<file path="config.mk">
export PLATFORM = sky130hd
export DESIGN_NAME = info_frame_stuffing_encoder_flat
export DESIGN_NICKNAME = d
export VERILOG_FILES = /design/src/rtl/ifse_pkg.sv /design/src/rtl/ifse_in_if.sv /design/src/rtl/ifse_out_if.sv /design/src/rtl/ifse_front.sv /design/src/rtl/ifse_queue.sv /design/src/rtl/ifse_back.sv /design/src/rtl/info_frame_stuffing_encoder.sv /design/src/flat_wrapper.sv
export SDC_FILE = /design/constraint.sdc
export NUM_CORES = 1
export LEC_CHECK = 0
export ABC_AREA = 1
export BUFFER_PORTS_ARGS = -buffer_cell sky130_fd_sc_hd__clkbuf_2
export CAP_MARGIN = 20
export CORE_ASPECT_RATIO = 0.8
export CORE_UTILIZATION = 50
export CTS_BUF_LIST = sky130_fd_sc_hd__clkbuf_16
export CTS_CLUSTER_SIZE = 30
export DETAILED_ROUTE_END_ITERATION = 10
export GPL_ROUTABILITY_DRIVEN = 0
export PLACE_DENSITY = 0.79
export SYNTH_ARGS = -nofsm -noshare
export SYNTH_HDL_FRONTEND = slang
export SYNTH_SLANG_ARGS = --single-unit
</file>
<file path="constraint.sdc">
create_clock -name clk -period 2.7 [get_ports clk]
set_clock_uncertainty 0.2 [all_clocks]
set_input_delay 0.27 -clock clk [delete_from_list [all_inputs] [get_ports clk]]
set_output_delay 0.27 -clock clk [all_outputs]
set_load 0.02 [all_outputs]
</file>
<file path="src/rtl/ifse_pkg.sv">
// Shared types and constants of the information frame stuffing encoder.
// Used by the front end, item queue, back end and top level; depends on nothing.
package ifse_pkg;

  localparam int unsigned BYTE_W      = 8;
  localparam int unsigned CFG_IDX_W   = 3;
  localparam int unsigned QUEUE_DEPTH = 2;

  // Configuration register indexes.
  localparam logic [CFG_IDX_W-1:0] REG_FLAG      = 3'd0;
  localparam logic [CFG_IDX_W-1:0] REG_ESCAPE    = 3'd1;
  localparam logic [CFG_IDX_W-1:0] REG_FLAG_SUB  = 3'd2;
  localparam logic [CFG_IDX_W-1:0] REG_ESC_SUB   = 3'd3;
  localparam logic [CFG_IDX_W-1:0] REG_INFO_ADDR = 3'd4;

  // Register values after reset.
  localparam logic [BYTE_W-1:0] RST_FLAG      = 8'd126;
  localparam logic [BYTE_W-1:0] RST_ESCAPE    = 8'd125;
  localparam logic [BYTE_W-1:0] RST_FLAG_SUB  = 8'd94;
  localparam logic [BYTE_W-1:0] RST_ESC_SUB   = 8'd93;
  localparam logic [BYTE_W-1:0] RST_INFO_ADDR = 8'd3;

  typedef struct packed {
    logic [BYTE_W-1:0] flag;
    logic [BYTE_W-1:0] escape;
    logic [BYTE_W-1:0] flag_sub;
    logic [BYTE_W-1:0] esc_sub;
    logic [BYTE_W-1:0] info_addr;
  } cfg_t;

  // One classified item as handed from the front end to the back end.
  typedef struct packed {
    logic              sup;     // supervision frame
    logic              hdr;     // emit the four header bytes first
    logic              last;    // close the information frame after the data
    logic [BYTE_W-1:0] data;
    logic [BYTE_W-1:0] ctrl;
    logic [BYTE_W-1:0] addr;    // resolved header address
    logic [BYTE_W-1:0] par;     // parity byte including this item's data
  } cmd_t;

endpackage

</file>
<file path="src/rtl/ifse_in_if.sv">
// Input channel of the frame encoder: valid/ready handshake and item fields.
// Depends on nothing.
interface ifse_in_if;
  logic       valid;
  logic       ready;
  logic       mode;
  logic [7:0] data_byte;
  logic [7:0] control;
  logic [7:0] address;
  logic       last_byte;

  modport source (output valid, mode, data_byte, control, address, last_byte,
                  input ready);
  modport sink (input valid, mode, data_byte, control, address, last_byte,
                output ready);
endinterface

</file>
<file path="src/rtl/ifse_out_if.sv">
// Result channel of the frame encoder: valid/ready handshake and line byte fields.
// Depends on nothing.
interface ifse_out_if;
  logic       valid;
  logic       ready;
  logic [7:0] out_byte;
  logic       frame_end;
  logic       last_out;

  modport source (output valid, out_byte, frame_end, last_out, input ready);
  modport sink (input valid, out_byte, frame_end, last_out, output ready);
endinterface

</file>
<file path="src/rtl/ifse_front.sv">
// Front end: accepts items, tracks the open frame and its running parity,
// and pushes one classified command per item. Depends on ifse_pkg.
module ifse_front
  import ifse_pkg::*;
(
  input  logic              clk,
  input  logic              rst_n,
  input  logic              in_valid,
  output logic              in_ready,
  input  logic              in_mode,
  input  logic [BYTE_W-1:0] in_data_byte,
  input  logic [BYTE_W-1:0] in_control,
  input  logic [BYTE_W-1:0] in_address,
  input  logic              in_last_byte,
  input  cfg_t              cfg,
  input  logic              q_full,
  output logic              q_push,
  output cmd_t              q_cmd
);

  logic              in_frame_r, in_frame_nxt;
  logic [BYTE_W-1:0] parity_r, parity_nxt;
  logic [BYTE_W-1:0] par_acc;

  assign in_ready = !q_full;
  assign q_push   = in_valid && !q_full;

  // A frame's first byte starts the parity from zero.
  assign par_acc = (in_frame_r ? parity_r : '0) ^ in_data_byte;

  always_comb begin
    q_cmd.sup  = in_mode;
    q_cmd.hdr  = in_mode || !in_frame_r;
    q_cmd.last = in_last_byte;
    q_cmd.data = in_data_byte;
    q_cmd.ctrl = in_control;
    q_cmd.addr = in_mode ? in_address : cfg.info_addr;
    q_cmd.par  = par_acc;

    in_frame_nxt = in_frame_r;
    parity_nxt   = parity_r;
    if (q_push) begin
      if (in_mode || in_last_byte) begin
        in_frame_nxt = 1'b0;
        parity_nxt   = '0;
      end else begin
        in_frame_nxt = 1'b1;
        parity_nxt   = par_acc;
      end
    end
  end

  always_ff @(posedge clk) begin
    if (!rst_n) begin
      in_frame_r <= 1'b0;
      parity_r   <= '0;
    end else begin
      in_frame_r <= in_frame_nxt;
      parity_r   <= parity_nxt;
    end
  end

endmodule

</file>
<file path="src/rtl/ifse_queue.sv">
// Short command queue between the front end and the back end.
// Depends on ifse_pkg for the command type.
module ifse_queue
  import ifse_pkg::*;
#(
  parameter int unsigned DEPTH = QUEUE_DEPTH
) (
  input  logic clk,
  input  logic rst_n,
  input  logic push,
  input  cmd_t push_cmd,
  input  logic pop,
  output logic full,
  output logic not_empty,
  output cmd_t head
);

  localparam int unsigned AW = (DEPTH > 1) ? $clog2(DEPTH) : 1;

  cmd_t            mem [DEPTH];
  logic [AW-1:0]   wr_ptr_r, wr_ptr_nxt;
  logic [AW-1:0]   rd_ptr_r, rd_ptr_nxt;
  logic [AW:0]     count_r, count_nxt;

  assign full      = (count_r == (AW+1)'(DEPTH));
  assign not_empty = (count_r != '0);
  assign head      = mem[rd_ptr_r];

  always_comb begin
    wr_ptr_nxt = wr_ptr_r;
    rd_ptr_nxt = rd_ptr_r;
    count_nxt  = count_r;
    if (push) begin
      wr_ptr_nxt = (wr_ptr_r == AW'(DEPTH - 1)) ? '0 : wr_ptr_r + 1'b1;
    end
    if (pop) begin
      rd_ptr_nxt = (rd_ptr_r == AW'(DEPTH - 1)) ? '0 : rd_ptr_r + 1'b1;
    end
    if (push && !pop) begin
      count_nxt = count_r + 1'b1;
    end else if (pop && !push) begin
      count_nxt = count_r - 1'b1;
    end
  end

  always_ff @(posedge clk) begin
    if (push) begin
      mem[wr_ptr_r] <= push_cmd;
    end
  end

  always_ff @(posedge clk) begin
    if (!rst_n) begin
      wr_ptr_r <= '0;
      rd_ptr_r <= '0;
      count_r  <= '0;
    end else begin
      wr_ptr_r <= wr_ptr_nxt;
      rd_ptr_r <= rd_ptr_nxt;
      count_r  <= count_nxt;
    end
  end

endmodule

</file>
<file path="src/rtl/ifse_back.sv">
// Back end: walks the queue head through header, stuffed data, stuffed parity
// and closing flag, one line byte per cycle unless stalled. Depends on ifse_pkg.
module ifse_back
  import ifse_pkg::*;
(
  input  logic              clk,
  input  logic              rst_n,
  input  cfg_t              cfg,
  input  logic              q_not_empty,
  input  cmd_t              q_head,
  output logic              q_pop,
  output logic              out_valid,
  input  logic              out_ready,
  output logic [BYTE_W-1:0] out_byte,
  output logic              out_frame_end,
  output logic              out_last
);

  localparam logic [2:0] ST_START = 3'd0;
  localparam logic [2:0] ST_HFLAG = 3'd1;
  localparam logic [2:0] ST_HADDR = 3'd2;
  localparam logic [2:0] ST_HCTRL = 3'd3;
  localparam logic [2:0] ST_HCHK  = 3'd4;
  localparam logic [2:0] ST_DATA  = 3'd5;
  localparam logic [2:0] ST_PAR   = 3'd6;
  localparam logic [2:0] ST_CLOSE = 3'd7;

  logic [2:0]        step_r, step_nxt;
  logic              sub_r, sub_nxt;
  logic              valid_r, valid_nxt;
  logic [BYTE_W-1:0] byte_r, byte_nxt;
  logic              end_r, end_nxt;
  logic              last_r, last_nxt;

  logic [2:0]        cur;
  logic [BYTE_W-1:0] src;
  logic              is_flag, is_esc;
  logic              advance, done;
  logic [BYTE_W-1:0] emit_byte;
  logic              emit_end;

  assign cur     = (step_r == ST_START) ? (q_head.hdr ? ST_HFLAG : ST_DATA) : step_r;
  assign src     = (cur == ST_PAR) ? q_head.par : q_head.data;
  assign is_flag = (src == cfg.flag);
  assign is_esc  = (src == cfg.escape);
  assign advance = q_not_empty && (!valid_r || out_ready);

  always_comb begin
    emit_byte = cfg.flag;
    emit_end  = 1'b0;
    done      = 1'b0;
    step_nxt  = step_r;
    sub_nxt   = 1'b0;
    case (cur)
      ST_HFLAG: begin
        step_nxt = ST_HADDR;
      end
      ST_HADDR: begin
        emit_byte = q_head.addr;
        step_nxt  = ST_HCTRL;
      end
      ST_HCTRL: begin
        emit_byte = q_head.ctrl;
        step_nxt  = ST_HCHK;
      end
      ST_HCHK: begin
        emit_byte = q_head.addr ^ q_head.ctrl;
        step_nxt  = q_head.sup ? ST_CLOSE : ST_DATA;
      end
      ST_DATA, ST_PAR: begin
        if ((is_flag || is_esc) && !sub_r) begin
          // First half of a stuffed byte: the escape.
          emit_byte = cfg.escape;
          sub_nxt   = 1'b1;
          step_nxt  = cur;
        end else begin
          if (!sub_r) begin
            emit_byte = src;
          end else if (is_flag) begin
            emit_byte = cfg.flag_sub;
          end else begin
            emit_byte = cfg.esc_sub;
          end
          if (cur == ST_PAR) begin
            step_nxt = ST_CLOSE;
          end else if (q_head.last) begin
            step_nxt = ST_PAR;
          end else begin
            done = 1'b1;
          end
        end
      end
      ST_CLOSE: begin
        emit_end = 1'b1;
        done     = 1'b1;
      end
      default: begin
        done = 1'b1;
      end
    endcase
    if (done) begin
      step_nxt = ST_START;
    end
  end

  assign q_pop = advance && done;

  always_comb begin
    valid_nxt = valid_r;
    byte_nxt  = byte_r;
    end_nxt   = end_r;
    last_nxt  = last_r;
    if (advance) begin
      valid_nxt = 1'b1;
      byte_nxt  = emit_byte;
      end_nxt   = emit_end;
      last_nxt  = done;
    end else if (out_ready) begin
      valid_nxt = 1'b0;
    end
  end

  always_ff @(posedge clk) begin
    if (!rst_n) begin
      step_r  <= ST_START;
      sub_r   <= 1'b0;
      valid_r <= 1'b0;
    end else begin
      valid_r <= valid_nxt;
      if (advance) begin
        step_r <= step_nxt;
        sub_r  <= sub_nxt;
      end
    end
  end

  always_ff @(posedge clk) begin
    byte_r <= byte_nxt;
    end_r  <= end_nxt;
    last_r <= last_nxt;
  end

  assign out_valid     = valid_r;
  assign out_byte      = byte_r;
  assign out_frame_end = end_r;
  assign out_last      = last_r;

endmodule

</file>
<file path="src/rtl/info_frame_stuffing_encoder.sv">
// Top level of the information frame stuffing encoder: configuration registers,
// front end, command queue and back end. Depends on ifse_pkg and the channel interfaces.
//
//   port       direction  handshake        carries
//   in_chan    sink       valid / ready    mode, data_byte, control, address, last_byte
//   out_chan   source     valid / ready    out_byte, frame_end, last_out
//   cfg_*      write      cfg_we           cfg_index, cfg_wdata
//
// The back end sends one line byte per cycle while the result channel takes them;
// an item has as many result bytes as it needs: 1 or 2 for a payload byte, 4 more
// with a header, 2 to 3 more when it closes a frame, and 5 for a supervision frame.
// The front end accepts an item every cycle while the command queue has room.
// Reset is synchronous; there is no clearing pass.
// A stalled result channel holds the output register and the queue fills behind it.
module info_frame_stuffing_encoder
  import ifse_pkg::*;
#(
  parameter int unsigned QDEPTH = QUEUE_DEPTH
) (
  input  logic                 clk,
  input  logic                 rst_n,
  ifse_in_if.sink              in_chan,
  ifse_out_if.source           out_chan,
  input  logic                 cfg_we,
  input  logic [CFG_IDX_W-1:0] cfg_index,
  input  logic [BYTE_W-1:0]    cfg_wdata
);

  cfg_t cfg_r, cfg_nxt;
  logic q_full, q_push, q_pop, q_not_empty;
  cmd_t q_cmd, q_head;

  always_comb begin
    cfg_nxt = cfg_r;
    if (cfg_we) begin
      case (cfg_index)
        REG_FLAG:      cfg_nxt.flag      = cfg_wdata;
        REG_ESCAPE:    cfg_nxt.escape    = cfg_wdata;
        REG_FLAG_SUB:  cfg_nxt.flag_sub  = cfg_wdata;
        REG_ESC_SUB:   cfg_nxt.esc_sub   = cfg_wdata;
        REG_INFO_ADDR: cfg_nxt.info_addr = cfg_wdata;
        default:       cfg_nxt           = cfg_r;
      endcase
    end
  end

  always_ff @(posedge clk) begin
    if (!rst_n) begin
      cfg_r.flag      <= RST_FLAG;
      cfg_r.escape    <= RST_ESCAPE;
      cfg_r.flag_sub  <= RST_FLAG_SUB;
      cfg_r.esc_sub   <= RST_ESC_SUB;
      cfg_r.info_addr <= RST_INFO_ADDR;
    end else begin
      cfg_r <= cfg_nxt;
    end
  end

  ifse_front u_front (
    .clk          (clk),
    .rst_n        (rst_n),
    .in_valid     (in_chan.valid),
    .in_ready     (in_chan.ready),
    .in_mode      (in_chan.mode),
    .in_data_byte (in_chan.data_byte),
    .in_control   (in_chan.control),
    .in_address   (in_chan.address),
    .in_last_byte (in_chan.last_byte),
    .cfg          (cfg_r),
    .q_full       (q_full),
    .q_push       (q_push),
    .q_cmd        (q_cmd)
  );

  ifse_queue #(
    .DEPTH (QDEPTH)
  ) u_queue (
    .clk       (clk),
    .rst_n     (rst_n),
    .push      (q_push),
    .push_cmd  (q_cmd),
    .pop       (q_pop),
    .full      (q_full),
    .not_empty (q_not_empty),
    .head      (q_head)
  );

  ifse_back u_back (
    .clk           (clk),
    .rst_n         (rst_n),
    .cfg           (cfg_r),
    .q_not_empty   (q_not_empty),
    .q_head        (q_head),
    .q_pop         (q_pop),
    .out_valid     (out_chan.valid),
    .out_ready     (out_chan.ready),
    .out_byte      (out_chan.out_byte),
    .out_frame_end (out_chan.frame_end),
    .out_last      (out_chan.last_out)
  );

endmodule

</file>
<file path="src/flat_wrapper.sv">
// flat-port wrapper written by rule: the top's interface ports become plain ports
module info_frame_stuffing_encoder_flat import ifse_pkg::*;
#(
  parameter int unsigned QDEPTH = QUEUE_DEPTH
)
  (clk, rst_n, cfg_we, cfg_index, cfg_wdata, in_chan_valid, in_chan_mode, in_chan_data_byte, in_chan_control, in_chan_address, in_chan_last_byte, in_chan_ready, out_chan_valid, out_chan_out_byte, out_chan_frame_end, out_chan_last_out, out_chan_ready);
  ifse_in_if in_chan_i ();
  ifse_out_if out_chan_i ();
  input  logic clk;
  input  logic rst_n;
  input  logic cfg_we;
  input  logic [CFG_IDX_W-1:0] cfg_index;
  input  logic [BYTE_W-1:0] cfg_wdata;
  input wire logic [$bits(in_chan_i.valid)-1:0] in_chan_valid;
  input wire logic [$bits(in_chan_i.mode)-1:0] in_chan_mode;
  input wire logic [$bits(in_chan_i.data_byte)-1:0] in_chan_data_byte;
  input wire logic [$bits(in_chan_i.control)-1:0] in_chan_control;
  input wire logic [$bits(in_chan_i.address)-1:0] in_chan_address;
  input wire logic [$bits(in_chan_i.last_byte)-1:0] in_chan_last_byte;
  output wire logic [$bits(in_chan_i.ready)-1:0] in_chan_ready;
  output wire logic [$bits(out_chan_i.valid)-1:0] out_chan_valid;
  output wire logic [$bits(out_chan_i.out_byte)-1:0] out_chan_out_byte;
  output wire logic [$bits(out_chan_i.frame_end)-1:0] out_chan_frame_end;
  output wire logic [$bits(out_chan_i.last_out)-1:0] out_chan_last_out;
  input wire logic [$bits(out_chan_i.ready)-1:0] out_chan_ready;
  assign in_chan_i.valid = in_chan_valid;
  assign in_chan_i.mode = in_chan_mode;
  assign in_chan_i.data_byte = in_chan_data_byte;
  assign in_chan_i.control = in_chan_control;
  assign in_chan_i.address = in_chan_address;
  assign in_chan_i.last_byte = in_chan_last_byte;
  assign in_chan_ready = in_chan_i.ready;
  assign out_chan_valid = out_chan_i.valid;
  assign out_chan_out_byte = out_chan_i.out_byte;
  assign out_chan_frame_end = out_chan_i.frame_end;
  assign out_chan_last_out = out_chan_i.last_out;
  assign out_chan_i.ready = out_chan_ready;
  info_frame_stuffing_encoder #(.QDEPTH(QDEPTH)) u_core (.clk(clk), .rst_n(rst_n), .in_chan(in_chan_i), .out_chan(out_chan_i), .cfg_we(cfg_we), .cfg_index(cfg_index), .cfg_wdata(cfg_wdata));
endmodule
</file>
# After elaboration in Yosys (flattened, before gate mapping)
# Memories as Yosys holds them, arrays and structs flattened. A register that Yosys moved wholly into a read port is not among the register bits.
# Index checks and enable logic that the tools add are counted.
# word_totals
reg_bits	68
latch_bits	0
ramBits	70
rom_bits	0
inputBits	42
elab_cells	102
n_memories	1
# op_classes
add_sub_neg	4
n_mul	0
div_mod_pow	0
order_cmp	0
eq_ne	15
n_shift	0
muxes	34
n_bitwise	2
n_reduce_logical	30
# memory_table
name	depth	word_bits	read_ports	rd_ports_with_merged_regs	wr	line_no	source
u_core.u_queue.mem	2	35	1	1	1	ifse_queue.sv:20	cmd_t mem [DEPTH];
# op_table
op	count
8-bit two-way mux	7
8-bit one-hot mux with 4 select lines	1
3-bit two-way mux	6
8-bit equality test	2
8-bit XOR	2
3-bit equality test (second input constant)	5
1-bit two-way mux	15
3-bit one-hot mux with 5 select lines	1
3-bit by 2-bit equality test with 1-bit output (second input constant)	4
2-bit AND reduction	5
3-bit by 1-bit equality test with 1-bit output (second input constant)	2
1-bit logical AND	6
1-bit logical NOT	6
3-bit logical NOT	2
2-bit two-way mux	3
2-bit nonzero test	3
6-bit nonzero test	1
5-bit by 4-bit != test with 1-bit output (second input constant)	1
1-bit logical OR	4
4-bit OR reduction	1
3-bit AND reduction	1
1-bit adder (second input constant)	2
2-bit by 1-bit adder with 2-bit output (second input constant)	1
2-bit equality test (second input constant)	1
3 further kinds	3

# Longest topological paths before layout
# Gate-level depths: netlist (run 1).
# logic_depth
depth_word	13
mapped_depth	22
mapped_depth_nobuf	20

# Hierarchy
# From an unflattened synthesis (run 1), not the netlist that was laid out.
# hier_totals
cells_unflattened	806
hier_area_um2	7179.4
# modules_own_cells
mod	n_inst	cells_each	area_each_um2
ifse_queue	1	144	2907.8
ifse_back	1	320	1843.0
info_frame_stuffing_encoder	1	211	1566.5
ifse_front	1	131	862.1

# Worst setup path after synthesis (run 1)
# Ideal clock, no wire load.
# synth_timing
path_kind	register -> register
startpoint	register u_core.u_queue.count_r[0]
endpoint	memory u_core.u_queue.mem[1][0] (netlist name) (enable)
setup_ps	429
t_arrival_ps	2422
required_ps	2071
path_slack_ps	-351
path_stages_with_launch	6
n_path_buf	1
path_cell_list	dfxtp_1 inv_1 nand2_1 nand2_1 clkbuf_1 nor2_1
# synth_via
elab_chain_len	5
# synth_rtl
element	line_no	source
start, declared	ifse_queue.sv:23	logic [AW:0] count_r, count_nxt;
start signal, assigned	ifse_queue.sv:60	count_r <= count_nxt;
2-bit equality test	ifse_queue.sv:25	assign full = (count_r == (AW+1)'(DEPTH));
1-bit logical NOT	--	
named net in_chan_ready	flat_wrapper.sv:20	output wire logic [$bits(in_chan_i.ready)-1:0] in_chan_ready;
1-bit logical AND	ifse_front.sv:26	assign q_push = in_valid && !q_full;
1-bit two-way mux	ifse_queue.sv:47	if (push) begin
1-bit two-way mux (implied by the code)	ifse_queue.sv:48	mem[wr_ptr_r] <= push_cmd;
end, declared	ifse_queue.sv:20	
# The timed path passes the listed nets, and every way through them passes these cells.

==> flow_summary.toml, run 1 <==
[timing]
endpoints_failing_setup = 0
timing.final.max_slew_violations = 0
finalHoldViolCount = 0
worst_slack_ps = 76.5
final.period_utilization_pct = 97.2
grt_setup_unrepaired = "yes"
fin_tns_setup_ps = 0
fmax_mhz = 381
tightest_slew_ps = 565
timing.max_slew.rel_slack_pct = 62.3
timing.final.crit_period_ps = 2620

[clocking]
clk_latency_ps = 410
cts_num_sinks = 139
tritoncts = "built"
root_buffer = "sky130_fd_sc_hd__clkbuf_16"
clk_pin_slew_ps = 60
cts_inserted_buffers = 17
clk_path_buf_depth = 2
clock_tree.htree_level_count = 4

[die]
fp-row-count = 37
top_level_ports = 54
dieWidth_um = 131
die_footprint_sq_um = 13700
die_h_um = 105
core_region_area_sq_um = 12900
start_util_pct = 51.3

[worst_setup_path]
slowest_delay_ps = 450
worstPathCellList = "buf_12 > buf_16 > nand2_1 > nand2_1 > nand2_2 > nand3_2 > nand2_2 > inv_2 > nand2_1 > nor2_2 > nand2_2 > nand2_4 > nand2_8 > nand2_4 > nand2_4 > nand2_4 > ha_4 > a21oi_2 > o21ai_2 > o21ai_1 > a21oi_1"
critical-path-top-delay-family = "simple AND/OR/NAND/NOR gates"
critical_path.n_buffers_inverters = 3
cp.arrival_ps = 2720
critical_path.startpoint_type = "flip-flop"
timing.critical_path.slowest_stage_cell = "sky130_fd_sc_hd__dfxtp_4"
worstPathRequired_ps = 2800
critical_path.endpoint_type = "flip-flop"
cp_common_cell = "sky130_fd_sc_hd__nand2_4"
critPathKind = "flip-flop to flip-flop"
crit_fanout = 6

[power_and_ir_drop]
cellPowerDensity_nw_per_um2 = 813
worst_vdd_rail_ir_drop_uv = 939
cellLeakagePower_nw = 3.72

[worst_hold_path]
hp-class = "input pin to flip-flop"

[drt]
drt-wirelength-per-cell_um = 15.7
via_count = 5814
vias_per_cell = 5.33
route.antenna.remaining_nets = 0
drt-total-wl_um = 17100
drt-initial-drc-count = 596
remaining_drc_errors = 0
first_pass_iters = 5

[layout]
nFillCells = 996
final_core_util_pct = 65.0
layout.nets = 945
seqCellArea_sq_um = 3590
commonest_cells_after_routing_fill_and_taps_aside = "sky130_fd_sc_hd__nand2_1, sky130_fd_sc_hd__edfxtp_1, sky130_fd_sc_hd__inv_1"
layout.cells.most_common = "sky130_fd_sc_hd__nand2_1"
area.growth.synth_to_final_pct = 26.6
stdcell_count = 1090
multi_input_area_sq_um = 2730
layout-drive-gt1-share_pct = 19.8
antennaDiodeCount = 0

[synth]
synth_cell_types = 35
syn_inst = 787
avgSynthCellArea_sq_um = 8.42
netlist_area_sq_um = 6630
synth-seq-cells = 139
yosysSeqAreaShare_pct = 54.0
synthesis.nets = 830
yosys_synthesis_warning_count = 0

[global_routing]
antenna_violations_before_repair = 0
grt_pass1_vias = 5260
grt_remaining_overflow = 0
first_pass_grt_wire_length_um = 26600
grt_max_degree = 44
grt_util_all_layers_pct = 25.8

[run]
drv.max_cap_violation_count = 0

[placement]
place_inst = 1016
pre_cts_ws_ps = -40.2
place_hpwl_um = 11300
numPortBuffers = 53

[outcome]
outcome = "completed"
[sequential cells by signal, indices dropped and copies added, names as in the netlist, named ones only]
| register | flops |
|---|---|
| u_core.u_queue.mem | 70 |
| u_core.cfg_r | 40 |
| u_core.u_back.out_byte | 8 |
| u_core.u_front.parity_r | 8 |
| u_core.u_back.step_r | 3 |
| u_core.u_queue.count_r | 2 |
| u_core.u_back.out_frame_end | 1 |
| u_core.u_back.out_last | 1 |
| u_core.u_back.out_valid | 1 |
| u_core.u_back.sub_r | 1 |
| u_core.u_front.in_frame_r | 1 |
| u_core.u_queue.rd_ptr_r | 1 |
| u_core.u_queue.wr_ptr_r | 1 |
[final timing paths]
check                               startpoint                                      to  slack (ps)  cells past startpoint
setup / recovery                     flip-flop  u_core.u_queue.count_r[1]$_SDFFE_PN0P_          80                     21
setup reg to reg                     flip-flop  u_core.u_queue.count_r[1]$_SDFFE_PN0P_          80                     21
hold reg to reg   u_core.cfg_r[0]$_SDFFE_PN1P_            u_core.cfg_r[0]$_SDFFE_PN1P_         260                      2
hold / removal                    cfg_wdata[7]            u_core.cfg_r[7]$_SDFFE_PN0P_           3                      3
[final cells by class]
| type | count | area share, % |
|---|---|---|
| sequential | 139 | 42.8 |
| multi-input combinational | 547 | 32.5 |
| timing repair buffer | 122 | 11.5 |
| clock buffer | 17 | 5.07 |
| inverter | 75 | 3.47 |
| tap | 175 | 2.61 |
| clock inverter | 15 | 2.06 |
[per-stage QoR]
stage	area (sq um)	hold WS [ps]	power (W)
global placement	7220	243	0.00426
floorplan	6640	169	0.00373
CTS	8160	4.38	0.00670
finish	8400	2.56	0.00682
detailed placement	7220	247	0.00429
global route	8400	27.1	0.00711
[routing by layer]
metal	vias up	routed length, um	part of all wire, %	track usage, %
met2	271	7720	45	39.1
met1	2690	7550	44	36.2
met5	-	0	0	0
li1	2826	-	-	-
met4	0	238	1.4	7.14
met3	27	1570	9.2	6.81
[report_power, final]
group | switching (W) | total, W | internal, W
logic | 0.00117 | 0.00179 | 0.000621
registers | 0.000112 | 0.00267 | 0.00255
clock network | 0.000911 | 0.00236 | 0.00145
total | 0.00219 | 0.00682 | 0.00463
[logic make-up (layout without fill, tap and decap cells)]
group | after synthesis | count (layout) | synth area share (%)
and+or+nand+nor | 431 | 431 | 27.9
DFF | 139 | 139 | 54.0
buffers and inverters | 101 | 229 | 6.59
AOI/OAI and AO/OA | 89 | 89 | 7.55
muxes | 17 | 17 | 2.57
xor gates and xnor gates | 9 | 9 | 1.19
adders and majority gates | 1 | 1 | 0.189
[Yosys cell counts (all sizes together)]
master | instances | area share [%]
nand4 | 4 | 0.38
nand3b | 3 | 0.34
mux2i | 17 | 2.6
o21ai | 39 | 2.9
nand3 | 71 | 5.6
nor2 | 73 | 4.4
inv | 74 | 4.2
ha | 1 | 0.19
edfxtp | 80 | 36
a21oi | 32 | 2.5
buf | 14 | 1.6
a22oi | 7 | 0.79
o211ai | 9 | 1.0
xor2 | 8 | 1.1
o31ai | 1 | 0.19
clkinv | 1 | 0.057
nand2 | 270 | 16
o2111ai | 1 | 0.13
nor3 | 10 | 0.83
xnor2 | 1 | 0.13
dfxtp | 59 | 18
clkbuf | 12 | 0.68
[tightest hold or removal path: stages]
cell	delay, ps
sky130_fd_sc_hd__clkbuf_2	160
sky130_fd_sc_hd__nor2_1	60
sky130_fd_sc_hd__nor2_1	80
[what timing repair did]
action,CTS,global route
hold buffers,29,0
resized for setup,9,33
hold endpoints to repair,64,0
buffers inserted,1,9
pin swaps,1,17
gates cloned,1,2
endpoints found under the setup margin,2,2
Power figures use the tool's default switching activity.
==> inputs of run 2 (changes only) <==
- CELL_PAD_IN_SITES_DETAIL_PLACEMENT: unset -> 0
- CELL_PAD_IN_SITES_GLOBAL_PLACEMENT: unset -> 1
- CORE_UTILIZATION: 50 -> 41
- CTS_BUF_LIST: sky130_fd_sc_hd__clkbuf_16 -> unset
- PLACE_DENSITY: 0.79 -> 0.84
- SLEW_MARGIN: unset -> 20
==> run 2 against run 1 <==
Net effect:
- routed wire length is 0.15% higher
- largest cell class unchanged
- register-to-register slack gained 30 ps
- fmax is 1.1% higher
- global-route usage is 4.2 points lower
- flip-flop and latch count unchanged
==> flow_summary.toml, run 2 (synthesis results as in run 1) <==
[layout]
layout.nets = 950
max_flop_register = "u_core.u_queue.mem"
final_core_util_pct = 53.3
nFillCells = 1490
commonest_cells_after_routing_fill_and_taps_aside = "sky130_fd_sc_hd__nand2_1, sky130_fd_sc_hd__edfxtp_1, sky130_fd_sc_hd__inv_1"
registers_with_the_most_flip_flops = "u_core.u_queue.mem: 70 flops, u_core.cfg_r: 40 flops"
layout-drive-gt1-share_pct = 18.3
antennaDiodeCount = 0
largest_register_ffs = 70
post_route_cell_area_sq_um = 8420
area.growth.synth_to_final_pct = 26.9
layout.cells.most_common = "sky130_fd_sc_hd__nand2_1"

[outcome]
outcome = "completed"

[die]
fp-row-count = 41
die_h_um = 116
dieWidth_um = 144
die_footprint_sq_um = 16700
top_level_ports = 54
core_region_area_sq_um = 15800
start_util_pct = 42.0

[timing]
endpoints_failing_setup = 0
fmax_mhz = 385
timing.final.crit_period_ps = 2600
fin_tns_setup_ps = 0
timing.final.max_slew_violations = 0
finalHoldViolCount = 0
timing.max_slew.rel_slack_pct = 59.5
tightest_slew_ps = 607
worst_slack_ps = 105
grt_setup_unrepaired = "yes"
final.period_utilization_pct = 96.1
hold_ws_ps = 92.6

[worst_setup_path]
ff2ff_setup_slack_ps = 100
cp.arrival_ps = 2570
critical_path.startpoint_type = "flip-flop"
worstPathRequired_ps = 2670
critPathKind = "flip-flop to flip-flop"
critical_path.endpoint_type = "flip-flop"
crit_fanout = 10

[clocking]
clk_latency_ps = 430
clk_pin_slew_ps = 60
cts_inserted_buffers = 17
clk_path_buf_depth = 2
tritoncts = "built"
cts_num_sinks = 139
root_buffer = "sky130_fd_sc_hd__clkbuf_16"
clock_tree.htree_level_count = 4

[drt]
remaining_drc_errors = 0
drt-total-wl_um = 17100
first_pass_iters = 5
via_count = 5690
drt-initial-drc-count = 410
route.antenna.remaining_nets = 0
drt-wirelength-per-cell_um = 15.1
vias_per_cell = 5.01

[global_routing]
grt_pass1_vias = 5222
grt_util_all_layers_pct = 21.6
grt_remaining_overflow = 0
first_pass_grt_wire_length_um = 26400
grt_max_degree = 44
antenna_violations_before_repair = 0

[placement]
place_hpwl_um = 12100
placed_cell_area_sq_um = 7300
numPortBuffers = 53
pre_cts_ws_ps = -2.50

[run]
drv.max_cap_violation_count = 0

[worst_hold_path]
hold_path_startpoint = "in_chan_mode"
hp-class = "input pin to flip-flop"

[power_and_ir_drop]
cellPowerDensity_nw_per_um2 = 817
worst_vdd_rail_ir_drop_uv = 546
cellLeakagePower_nw = 3.74
==> run 2: worst paths after layout <==
path	end	cells after the start
max reg2reg	u_core.u_back.out_byte[2]$_DFFE_PP_	10
max	u_core.u_back.out_byte[2]$_DFFE_PP_	10
min reg2reg	u_core.cfg_r[22]$_SDFFE_PN1P_	2
min	u_core.u_queue.mem[0][34]$_DFFE_PP_	1
==> run 2: per-stage QoR <==
| stage | std cells | power (W) |
|---|---|---|
| 6_report | 1135 | 0.00687 |
| 5_1_grt | 1135 | 0.00719 |
| 4_1_cts | 1131 | 0.00684 |
| 3_5_place_dp | 1065 | 0.00438 |
| 3_3_place_gp | 1065 | 0.00438 |
| 2_1_floorplan | 787 | 0.00373 |
==> run 2: layout make-up <==
type | instances | area [sq um] | share of cell area [%]
sequential | 139 | 3590 | 42.6
clock inverter | 15 | 190 | 2.26
timing repair inverter | 1 | 8.76 | 0.104
inverter | 75 | 299 | 3.55
multi-input combinational | 547 | 2690 | 31.9
tap | 215 | 269 | 3.20
clock buffer | 17 | 425 | 5.06
timing repair buffer | 126 | 947 | 11.3
==> run 2: what timing repair did <==
| action | in CTS | in global routing |
|---|---|---|
| pin swaps | 0 | 7 |
| resized for setup | 1 | 34 |
| endpoints found under the setup margin | 1 | 2 |
| cloned | 0 | 2 |
| endpoints found under the hold margin | 88 | 0 |
| hold buffers | 34 | 0 |
| setup buffers | 0 | 2 |
==> run 2: where the power goes <==
part / internal, W / switching (W)
combinational: 0.000633 / 0.00118
sequential: 0.00255 / 0.0000974
clock: 0.00147 / 0.000944
total: 0.00465 / 0.00222
==> run 2: worst max-delay path: stages, from the launching register on <==
cell and delay [ps]:
sky130_fd_sc_hd__dfxtp_4 460, sky130_fd_sc_hd__buf_8 150, sky130_fd_sc_hd__buf_6 120, sky130_fd_sc_hd__buf_4 110
sky130_fd_sc_hd__buf_4 220, sky130_fd_sc_hd__mux2i_1 370, sky130_fd_sc_hd__a21oi_1 110, sky130_fd_sc_hd__o21ai_0 80
sky130_fd_sc_hd__o21ai_0 110, sky130_fd_sc_hd__nor3_2 280, sky130_fd_sc_hd__a21oi_1 130
==> run 2: layer usage <==
layer / wire length, um / vias to the layer above / share of wire [%] / global-route usage [%]
met1: 8330 / 2652 / 49 / 30.0
li1: - / 2843 / - / -
met5: 0 / - / 0 / 0
met3: 1010 / 26 / 5.9 / 4.46
met2: 7470 / 169 / 44 / 33.3
met4: 306 / 0 / 1.8 / 8.28
==> inputs of run 3 (changes only) <==
- BUFFER_PORTS_ARGS: -buffer_cell sky130_fd_sc_hd__clkbuf_2 -> -buffer_cell sky130_fd_sc_hd__buf_2
- CORE_ASPECT_RATIO: 0.8 -> unset
- CTS_CLUSTER_SIZE: 30 -> 12
==> run 3 against run 2 <==
Net effect:
- register-to-register slack improved by 30 ps
- combinational power is 5% lower
- critical endpoint is now u_core.u_queue.count_r[1]$_SDFFE_PN0P_
- non-clock buffer count down 4
- first-iteration DRC count up 7.8%
- critical path depth grew 10
- global-route usage decreased by 0.42 points
- sequential share of layout area grew 0.54 points
- count of clock-buffer cells in the layout up 4
- highest routed layer unchanged
- sequential power about the same
- largest cell class unchanged
- flip-flop and latch count stayed put
==> flow_summary.toml, run 3 (synthesis results as in run 1) <==
[worst_setup_path]
crit-reg2reg-capture = "u_core.u_queue.count_r[1]$_SDFFE_PN0P_"
slowest_delay_ps = 450
critical-path-top-delay-family = "simple AND/OR/NAND/NOR gates"
worstPathRequired_ps = 2800
critical_path.n_buffers_inverters = 1
cp.arrival_ps = 2670
r2r_depth = 20
cp_common_cell = "sky130_fd_sc_hd__nand2_4"
crit_fanout = 6
critPathKind = "flip-flop to flip-flop"
timing.critical_path.slowest_stage_cell = "sky130_fd_sc_hd__dfxtp_4"
critical_path.endpoint_type = "flip-flop"
ff2ff_setup_slack_ps = 140
worstPathCellList = "clkbuf_16 > nand2_1 > nand2_1 > nand2_4 > nand2_2 > nand2_1 > nand2_1 > nand2_1 > nor2_4 > nand2_4 > nand2_4 > nand2_4 > nand2_4 > nand2_4 > nand2_2 > ha_4 > a21oi_2 > o21ai_1 > o21ai_1 > a21oi_1"
critical_path.startpoint_type = "flip-flop"

[worst_hold_path]
hold_path_startpoint = "out_chan_ready"
holdPathStages = 4
hold_path_end = "u_core.u_back.out_valid$_SDFFE_PN0P_"
hp-class = "input pin to flip-flop"

[layout]
area.growth.synth_to_final_pct = 25.3
layout.cells.most_common = "sky130_fd_sc_hd__nand2_1"
antennaDiodeCount = 0
final_core_util_pct = 52.5
commonest_cells_after_routing_fill_and_taps_aside = "sky130_fd_sc_hd__nand2_1, sky130_fd_sc_hd__edfxtp_1, sky130_fd_sc_hd__inv_1"
post_route_cell_area_sq_um = 8310
registers_with_the_most_flip_flops = "u_core.u_queue.mem: 70 flops, u_core.cfg_r: 40 flops"
stdcell_count = 1131
layout.nets = 945
nFillCells = 1509
max_flop_register = "u_core.u_queue.mem"
layout-drive-gt1-share_pct = 16.4
largest_register_ffs = 70

[power_and_ir_drop]
worst_vdd_rail_ir_drop_uv = 455
clock_power_share_pct = 34.8
power.sequential.fraction_pct = 39.5
cellLeakagePower_nw = 3.66
sw_frac_of_total_pct = 31.1
netSwitchingPower_w = 0.00208
cellPowerDensity_nw_per_um2 = 805
cell_internal_pwr_w = 0.00461
pwr-share-comb_pct = 25.7

[timing]
final.period_utilization_pct = 95.0
hold_ws_ps = 57.2
timing.final.crit_period_ps = 2560
worst_slack_ps = 136
timing.final.max_slew_violations = 0
fmax_mhz = 390
finalHoldViolCount = 0
endpoints_failing_setup = 0
tightest_slew_ps = 681
timing.max_slew.rel_slack_pct = 54.6

[drt]
via_count = 5509
remaining_drc_errors = 0
first_pass_iters = 5
drt-total-wl_um = 16600
vias_per_cell = 4.87
drt-wirelength-per-cell_um = 14.7
route.antenna.remaining_nets = 0
drt-initial-drc-count = 442

[clocking]
root_buffer = "sky130_fd_sc_hd__clkbuf_16"
cts_num_sinks = 139
clk_pin_slew_ps = 60
clk_latency_ps = 420
tritoncts = "built"
cts_inserted_buffers = 17
clk_path_buf_depth = 2
clock_tree.htree_level_count = 4

[global_routing]
grt_max_degree = 44
grt_remaining_overflow = 0
first_pass_grt_wire_length_um = 26200
antenna_violations_before_repair = 0
grt_util_all_layers_pct = 21.2
grt_pass1_vias = 5112

[placement]
place_inst = 1061
placed_cell_area_sq_um = 7270
numPortBuffers = 53
place_hpwl_um = 11500
pre_cts_ws_ps = 23.1

[run]
drv.max_cap_violation_count = 0

[die]
die_footprint_sq_um = 16700
fp-row-count = 46
start_util_pct = 41.9
top_level_ports = 54
core_region_area_sq_um = 15800
die_h_um = 129
dieWidth_um = 129

[outcome]
outcome = "completed"
run 3: final cells by class:
class                   instances  area, sq um  share of cell area [%]
clock inverters                11          146                    1.76
inverters                      75          294                    3.54
clock buffers                  21          440                    5.30
multi-input cells             547         2650                    31.9
well taps                     216          270                    3.25
repair buffers                122          917                    11.0
flip-flops and latches        139         3590                    43.2
run 3: worst max-delay path by stage:
stage	from	endpoint	depth (start not counted)
CTS	flip-flop	u_core.u_queue.count_r[1]$_SDFFE_PN0P_	20
global route	flip-flop	u_core.u_queue.count_r[1]$_SDFFE_PN0P_	20
floorplan	flip-flop	u_core.u_queue.count_r[1]$_SDFFE_PN0P_	15
detailed placement	u_core.u_back.step_r[0]$_SDFFE_PN0P_	u_core.u_queue.count_r[1]$_SDFFE_PN0P_	20
finish	flip-flop	u_core.u_queue.count_r[1]$_SDFFE_PN0P_	20
global placement	flip-flop	u_core.u_queue.count_r[1]$_SDFFE_PN0P_	20
run 3: what timing repair did:
| action | CTS | global route |
|---|---|---|
| hold endpoints to repair | 85 | 0 |
| setup endpoints to repair | 1 | 3 |
| gates resized for setup | 1 | 16 |
| hold buffers | 33 | 0 |
| buffers inserted | 0 | 3 |
| cloned | 0 | 2 |
| pin swaps | 0 | 3 |
run 3: power groups by stage:
stage / Clock, W / Sequential [W] / Combinational, W
after global routing: 0.00244 / 0.00267 / 0.00192
final: 0.00233 / 0.00264 / 0.00172
after global placement: 0 / 0.00269 / 0.00163
after detailed placement: 0 / 0.00269 / 0.00162
after floorplan: 0 / 0.00277 / 0.000959
after CTS: 0.00235 / 0.00265 / 0.00168
run 3: through the flow:
step | setup TNS, ps | power [W]
floorplan | 0 | 0.00373
global placement | 0 | 0.00431
detailed placement | 0 | 0.00431
CTS | 0 | 0.00667
global route | -1.13 | 0.00703
finish | 0 | 0.00669
run 3: worst min-delay path: cells and delay by family:
kind / cells / cell delay, ps
buf+inv: 1 / 70
simple gates: 3 / 280
run 3: routing by layer:
layer	up-vias	part of all wire [%]	track usage, %
met5	-	0	0
met4	0	2.4	10.2
met3	26	3.6	4.09
met2	125	46	32.8
met1	2543	48	28.6
li1	2815	-	-
